--- config.mk ---
export PLATFORM = sky130hd
export DESIGN_NAME = oop_post
export DESIGN_NICKNAME = d
export VERILOG_FILES = /design/src/rtl/core/orientation_order_parameters_macros.svh /design/src/rtl/core/oop_pkg.sv /design/src/rtl/core/oop_post.sv
export SDC_FILE = /design/constraint.sdc
export NUM_CORES = 2
export LEC_CHECK = 0
export BUFFER_PORTS_ARGS = -buffer_cell sky130_fd_sc_hd__buf_4
export CORE_ASPECT_RATIO = 2
export CORE_MARGIN = 5
export CORE_UTILIZATION = 60
export CTS_CLUSTER_DIAMETER = 120
export DETAILED_ROUTE_END_ITERATION = 16
export GPL_ROUTABILITY_DRIVEN = 0
export HOLD_SLACK_MARGIN = 0.02
export PLACE_DENSITY = 0.89
export SLEW_MARGIN = 15
export SYNTH_ARGS = -nofsm -noshare
export SYNTH_HDL_FRONTEND = slang
export SYNTH_SLANG_ARGS = --single-unit
--- constraint.sdc ---
create_clock -name clk -period 29.3 [get_ports clk]
set_input_delay 1.465 -clock clk [delete_from_list [all_inputs] [get_ports clk]]
set_output_delay 1.465 -clock clk [all_outputs]
set_load 0.02 [all_outputs]
--- src/rtl/core/orientation_order_parameters_macros.svh ---
// assertion macros for the orientation order parameter block
`ifndef ORIENTATION_ORDER_PARAMETERS_MACROS_SVH
`define ORIENTATION_ORDER_PARAMETERS_MACROS_SVH

// same-cycle implication, disabled during reset
`define OOP_ASSERT_NOW(label, ante, cons, msg) \
	label: assert property (@(posedge clk) disable iff (!arst_n) (ante) |-> (cons)) \
		else $error(msg);

// next-cycle implication, disabled during reset
`define OOP_ASSERT_NEXT(label, ante, cons, msg) \
	label: assert property (@(posedge clk) disable iff (!arst_n) (ante) |=> (cons)) \
		else $error(msg);

`endif

--- src/rtl/core/oop_pkg.sv ---
// types and constants shared by the orientation order parameter block
package oop_pkg;

	localparam int unsigned WEIGHT_W = 18;
	localparam int unsigned DSUM_W   = 24;
	localparam int unsigned MOM_W    = 40;
	localparam int unsigned TEN_W    = 44;

	localparam logic OP_LOAD   = 1'b0;
	localparam logic OP_SAMPLE = 1'b1;

	typedef struct packed {
		logic              operation;
		logic [5:0]        angle_index;
		logic signed [15:0] cos_value;
		logic signed [15:0] sin_value;
		logic [15:0]       density;
		logic              last_sample;
	} in_item_t;

	typedef struct packed {
		logic [31:0] concentration;
		logic [15:0] polar_order;
		logic [15:0] nematic_order;
		logic        zero_density;
	} out_item_t;

	typedef struct packed {
		logic [DSUM_W-1:0]        density_sum;
		logic signed [MOM_W-1:0]  moment_x;
		logic signed [MOM_W-1:0]  moment_y;
		logic signed [TEN_W-1:0]  tensor_xx;
		logic signed [TEN_W-1:0]  tensor_xy;
		logic signed [TEN_W-1:0]  tensor_yy;
	} sums_t;

	typedef struct packed {
		logic        done;
		logic [15:0] polar;
		logic [15:0] nematic;
	} post_status_t;

endpackage

--- src/rtl/core/oop_post.sv ---
// serial square, square root and divide unit for the order magnitudes
module oop_post import oop_pkg::*; (
	input  logic         clk,
	input  logic         arst_n,
	input  logic         start,
	input  sums_t        sums,
	output post_status_t status
);

	localparam int unsigned OW = 46;
	localparam int unsigned AW = 2 * OW;
	localparam int unsigned NW = 48;
	localparam int unsigned DW = DSUM_W + 1;

	typedef enum logic [5:0] {
		P_IDLE = 6'b000001,
		P_SQ   = 6'b000010,
		P_ROOT = 6'b000100,
		P_DSET = 6'b001000,
		P_DIV  = 6'b010000,
		P_DONE = 6'b100000
	} phase_t;

	phase_t             phase_q;
	logic               job_q;
	logic               sq_sel_q;
	logic [5:0]         cnt_q;
	logic [AW-1:0]      acc_q;
	logic [AW-1:0]      mcand_q;
	logic [OW-1:0]      mplier_q;
	logic [NW-1:0]      rem_q;
	logic [OW-1:0]      root_q;
	logic [NW-1:0]      dnum_q;
	logic [DW:0]        drem_q;
	logic               neg_q;
	logic [15:0]        polar_q;
	logic [15:0]        nematic_q;

	logic [DW-1:0]      divisor;
	logic [NW+1:0]      rem_n;
	logic [NW+1:0]      trial;
	logic [DW:0]        dr_n;
	logic signed [OW-1:0] op_a;
	logic signed [OW-1:0] op_b;
	logic signed [NW-1:0] num;
	logic [15:0]        quot_sat;

	function automatic logic [OW-1:0] mag(input logic signed [OW-1:0] x);
		mag = x[OW-1] ? OW'(-x) : OW'(x);
	endfunction

	assign divisor = {sums.density_sum, 1'b0};
	assign rem_n   = {rem_q, acc_q[AW-1 -: 2]};
	assign trial   = {2'b00, root_q, 2'b01};
	assign dr_n    = {drem_q[DW-1:0], dnum_q[NW-1]};
	assign num     = NW'(signed'(sums.tensor_xx + (TEN_W+1)'(sums.tensor_yy)))
		+ signed'(NW'(root_q));
	assign quot_sat = (|dnum_q[NW-1:16]) ? 16'hFFFF : dnum_q[15:0];

	// operands of the second square pair: tensor_xx - tensor_yy and twice tensor_xy
	always_comb begin
		op_a = OW'(sums.tensor_xx) - OW'(sums.tensor_yy);
		op_b = OW'(sums.tensor_xy) <<< 1;
	end

	always_ff @(posedge clk or negedge arst_n) begin
		if (!arst_n) begin
			phase_q <= P_IDLE;
		end else begin
			unique case (phase_q)
				P_IDLE:  if (start) phase_q <= P_SQ;
				P_SQ:    if (cnt_q == 6'(OW-1) && sq_sel_q) phase_q <= P_ROOT;
				P_ROOT:  if (cnt_q == 6'(OW-1)) phase_q <= P_DSET;
				P_DSET:  phase_q <= P_DIV;
				P_DIV:   if (cnt_q == 6'(NW-1)) phase_q <= job_q ? P_DONE : P_SQ;
				P_DONE:  phase_q <= P_IDLE;
				default: phase_q <= P_IDLE;
			endcase
		end
	end

	always_ff @(posedge clk) begin
		case (phase_q)
			P_IDLE: begin
				job_q    <= 1'b0;
				sq_sel_q <= 1'b0;
				cnt_q    <= '0;
				acc_q    <= '0;
				mcand_q  <= AW'(mag(OW'(sums.moment_x)));
				mplier_q <= mag(OW'(sums.moment_x));
			end
			P_SQ: begin
				if (mplier_q[0]) acc_q <= acc_q + mcand_q;
				mcand_q  <= mcand_q << 1;
				mplier_q <= mplier_q >> 1;
				cnt_q    <= cnt_q + 6'd1;
				if (cnt_q == 6'(OW-1)) begin
					cnt_q <= '0;
					if (!sq_sel_q) begin
						sq_sel_q <= 1'b1;
						mcand_q  <= AW'(job_q ? mag(op_b) : mag(OW'(sums.moment_y)));
						mplier_q <= job_q ? mag(op_b) : mag(OW'(sums.moment_y));
					end else begin
						rem_q  <= '0;
						root_q <= '0;
					end
				end
			end
			P_ROOT: begin
				// one result bit per cycle
				if (rem_n >= trial) begin
					rem_q  <= NW'(rem_n - trial);
					root_q <= {root_q[OW-2:0], 1'b1};
				end else begin
					rem_q  <= NW'(rem_n);
					root_q <= {root_q[OW-2:0], 1'b0};
				end
				acc_q <= acc_q << 2;
				cnt_q <= (cnt_q == 6'(OW-1)) ? 6'd0 : cnt_q + 6'd1;
			end
			P_DSET: begin
				drem_q <= '0;
				if (job_q) begin
					dnum_q <= NW'(num);
					neg_q  <= num[NW-1];
				end else begin
					dnum_q <= NW'(root_q);
					neg_q  <= 1'b0;
				end
			end
			P_DIV: begin
				if (dr_n >= {1'b0, divisor}) begin
					drem_q <= dr_n - {1'b0, divisor};
					dnum_q <= {dnum_q[NW-2:0], 1'b1};
				end else begin
					drem_q <= dr_n;
					dnum_q <= {dnum_q[NW-2:0], 1'b0};
				end
				cnt_q <= cnt_q + 6'd1;
				if (cnt_q == 6'(NW-1)) begin
					cnt_q    <= '0;
					job_q    <= 1'b1;
					sq_sel_q <= 1'b0;
					acc_q    <= '0;
					mcand_q  <= AW'(mag(op_a));
					mplier_q <= mag(op_a);
				end
			end
			default: ;
		endcase
	end

	// results taken after the last quotient bit lands
	always_ff @(posedge clk) begin
		if (phase_q == P_DSET && job_q) polar_q <= polar_q;
		if (phase_q == P_SQ && job_q && cnt_q == 6'd0 && !sq_sel_q) polar_q <= quot_sat;
		if (phase_q == P_DONE) nematic_q <= neg_q ? 16'd0 : quot_sat;
	end

	assign status.done    = (phase_q == P_DONE);
	assign status.polar   = polar_q;
	assign status.nematic = nematic_q;

endmodule

==> results.yml <==
floorplan:
  initial_core_util_pct: 60.5
  ioPinCount: 272
  num_rows: 131
  die_h_um: 369
  dieArea_um2: 69800
  die-width_um: 189
  core_region_area_um2: 63800
clock_network:
  hold_buffers: 0
  cts.sinks: 444
  clock_tree.root_cell: "clkbuf_16"
  cts_max_level: 2
  ctsResizeCount: 0
  clk_pin_slew_ns: 0.07
  numCtsBuffers: 41
  cts_tree: "done"
  cts_buffer_depth: 3
  insertion_delay_ns: 0.60
  postCtsSetupBuffers: 0
flow_run:
  drv_cap: 0
yosys:
  synth_top_area_share_pct: 34.1
  synth_area_per_cell_um2: 8.69
  synthTopCellsByArea: "edfxtp_1 (34%), ha_1 (8.5%), o21ai_0 (5.4%)"
  syn_nets: 4994
  synth-edff-count: 438
  synth_fa_ha_area_share_pct: 11.1
  yosysTopAreaCell: "edfxtp_1"
  yosysSeqAreaShare_pct: 34.5
  synth_compound_area_share_pct: 22.9
  async_flop_share_pct: 1.35
  ys.flop_type: "edfxtp_1"
  ys_seq_elements: 444
  yosys.area_share.simple_pct: 17.6
  synth.distinct_cells: 94
  netlist_area_um2: 38600
  synth_xor_area_share_pct: 8.31
  synth_top_family_by_area: "compound AO/OA/AOI/OAI gates"
  yosys-mux-area-fraction_pct: 1.34
  ys_warn_count: 0
  syn-instance-count: 4443
grt:
  grt_use_total_pct: 34.1
  grt_pass1_wl_um: 190000
  antenna_found_initial: 13
  gr-total-overflow: 0
  grt_pass1_vias: 36600
  grt_max_degree: 123
drt:
  ant_nets: 0
  vias: 36500
  routed_wirelength_um: 124000
  drt_iter0_drc: 3561
  drtPass1Iterations: 8
  drt_drc_violations_left: 0
  via_per_inst: 6.77
  routedWlPerCell_um: 23.0
timing:
  rsz0062_at_grt: "false"
  timing.fmax_mhz: 174
  min_period_over_period_pct: 19.6
  tns_ns: 0
  post-route-min-period_ns: 5.74
  setup_violations: 0
  worst_pin_slew_ns: 1.20
  relSlewSlack_pct: 19.2
  slew_viol_final: 0
  skew_ns: 0.0340
  whs_ns: 0.535
  hold_viol: 0
critical_path:
  crit_required_ns: 29.64
  slowest_delay_ns: 0.61
  cp_max_fo: 5
  cp_slowest_cell: "a222oi_1"
  crit_chain: "buf_4, inv_1, ha_1, fa_1, nand2b_1, a21bo_2, a211oi_1, o21ai_0, a222oi_1, o21ai_1, nor4_1, nand4_1, nor4_1, mux2_2, nor2_1, nand2_1"
  endpoint_kind: "register"
  rrSetupSlack_ns: 23.58
  path_class: "in2reg"
  start_kind: "input pin"
  cp_common_cell: "nor4_1"
  crit_arrival_ns: 6.08
layout:
  areaGrowthSynthToFinish_pct: 9.94
  multi_input_area_um2: 23800
  final_cell_mix: "nand2_1 (482), edfxtp_1 (438), o21ai_0 (414)"
  final_cells: 5393
  drive_gt1_share_pct: 9.28
  layout_commonest_cell: "nand2_1"
  fin_nets: 5111
  regArea_um2: 13300
  fillers: 4933
power_and_ir_drop:
  ir_worst_vdd_mv: 0.101
  p_per_area_nw_per_um2: 104
  leakagePower_nw: 17.1
  power_w: 0.00443
status:
  status: "complete, no violations"
placed_design:
  dp_cells: 5315
  place_hpwl_um: 94200
  portBuffers: 271
min_path:
  min_path_type: "reg2reg"
-- critical path: cells and delay by family --
| family | cells | cell delay, ns |
|---|---|---|
| and+or+nand+nor | 6 | 1.67 |
| AOI/OAI and AO/OA | 5 | 1.76 |
| muxes | 1 | 0.40 |
| buffers and inverters | 2 | 0.16 |
| adders and majority gates | 2 | 0.62 |
-- power breakdown --
group	total (W)	switching [W]	internal, W
combinational	0.00264	0.00168	0.000963
sequential	0.00123	0.000149	0.00108
clock	0.000563	0.000259	0.000304
total	0.00443	0.00208	0.00235
-- registers in the layout, indices dropped and copies added, names as in the netlist, 16 cells and up --
signal     count
nematic_q     16
rem_q         48
root_q        46
mplier_q      46
acc_q         92
dnum_q        48
polar_q       16
mcand_q       92
drem_q        25
-- cell usage after synthesis (8+ instances only) --
cell,number
a211o_1,10
a211oi_1,58
a21boi_0,35
a21o_1,138
a21oi_1,401
a22o_1,10
a22oi_1,31
a311oi_1,9
a31oi_1,29
and2_1,23
and3_1,70
buf_1,20
clkbuf_1,198
edfxtp_1,438
fa_1,51
ha_1,261
inv_1,203
mux2i_1,45
nand2_1,483
nand2b_1,44
nand3_1,69
nand3b_1,14
nand4_1,70
nor2_1,347
nor2b_1,53
nor3_1,71
nor4_1,38
nor4b_1,8
o2111ai_1,10
o211ai_1,28
o21a_1,33
o21ai_0,414
o21bai_1,42
o221ai_1,16
o31ai_1,52
o41ai_1,21
or2_2,18
or3_1,51
or4_1,17
xnor2_1,231
xor2_1,135
-- metrics by stage --
step / cell area (um2) / utilization (%) / worst slack [ns]
after CTS: 42400 / 66.5 / 23.72
final: 42400 / 66.6 / 23.56
after floorplan: 38600 / - / 16.72
after detailed placement: 41100 / 64.4 / 23.12
after global placement: 41100 / 64.4 / 23.13
after global routing: 42400 / 66.5 / 23.26
-- per-layer routing --
metal  vias to the layer above  routed length, um  GRT usage (%)
met1                     17200              40000           35.2
met5                         -                 83              0
met4                        14              12300           27.6
met2                      2118              61400           60.0
met3                       687              10200           5.89
li1                      16500                  -              -
-- final cells by class --
cell class	instances	share of cell area, %
Clock inverter	22	0.628
Tap cell	798	2.35
Antenna cell	6	0.0354
Timing Repair Buffer	298	5.30
Clock buffer	50	2.50
Multi-Input combinational cell	3571	56.0
Sequential cell	444	31.4
Inverter	204	1.81
-- worst paths after layout --
path                                    from      endpoint  depth (start not counted)
worst max-delay path                sums[88]  mplier_q[39]                         16
worst max register to register     root_q[1]     rem_q[15]                         15
worst min-delay path            mplier_q[42]  mplier_q[41]                          2
max in group asynchronous             arst_n    phase_q[0]                          1
min in group asynchronous             arst_n    phase_q[2]                          1
worst min register to register  mplier_q[42]  mplier_q[41]                          2
-- cells by family (layout without fill, tap and decap cells) --
logic type               after synthesis  count (layout)
adder cells (fa/ha/maj)              312             312
AND/OR/NAND/NOR                     1418            1418
multiplexers                          51              51
buffers and inverters                428             574
XOR/XNOR                             366             366
AO/OA/AOI/OAI                       1423            1423
flip-flops                           444             444
other                                  1               7
No activity file was read; power rests on OpenSTA's default activity.
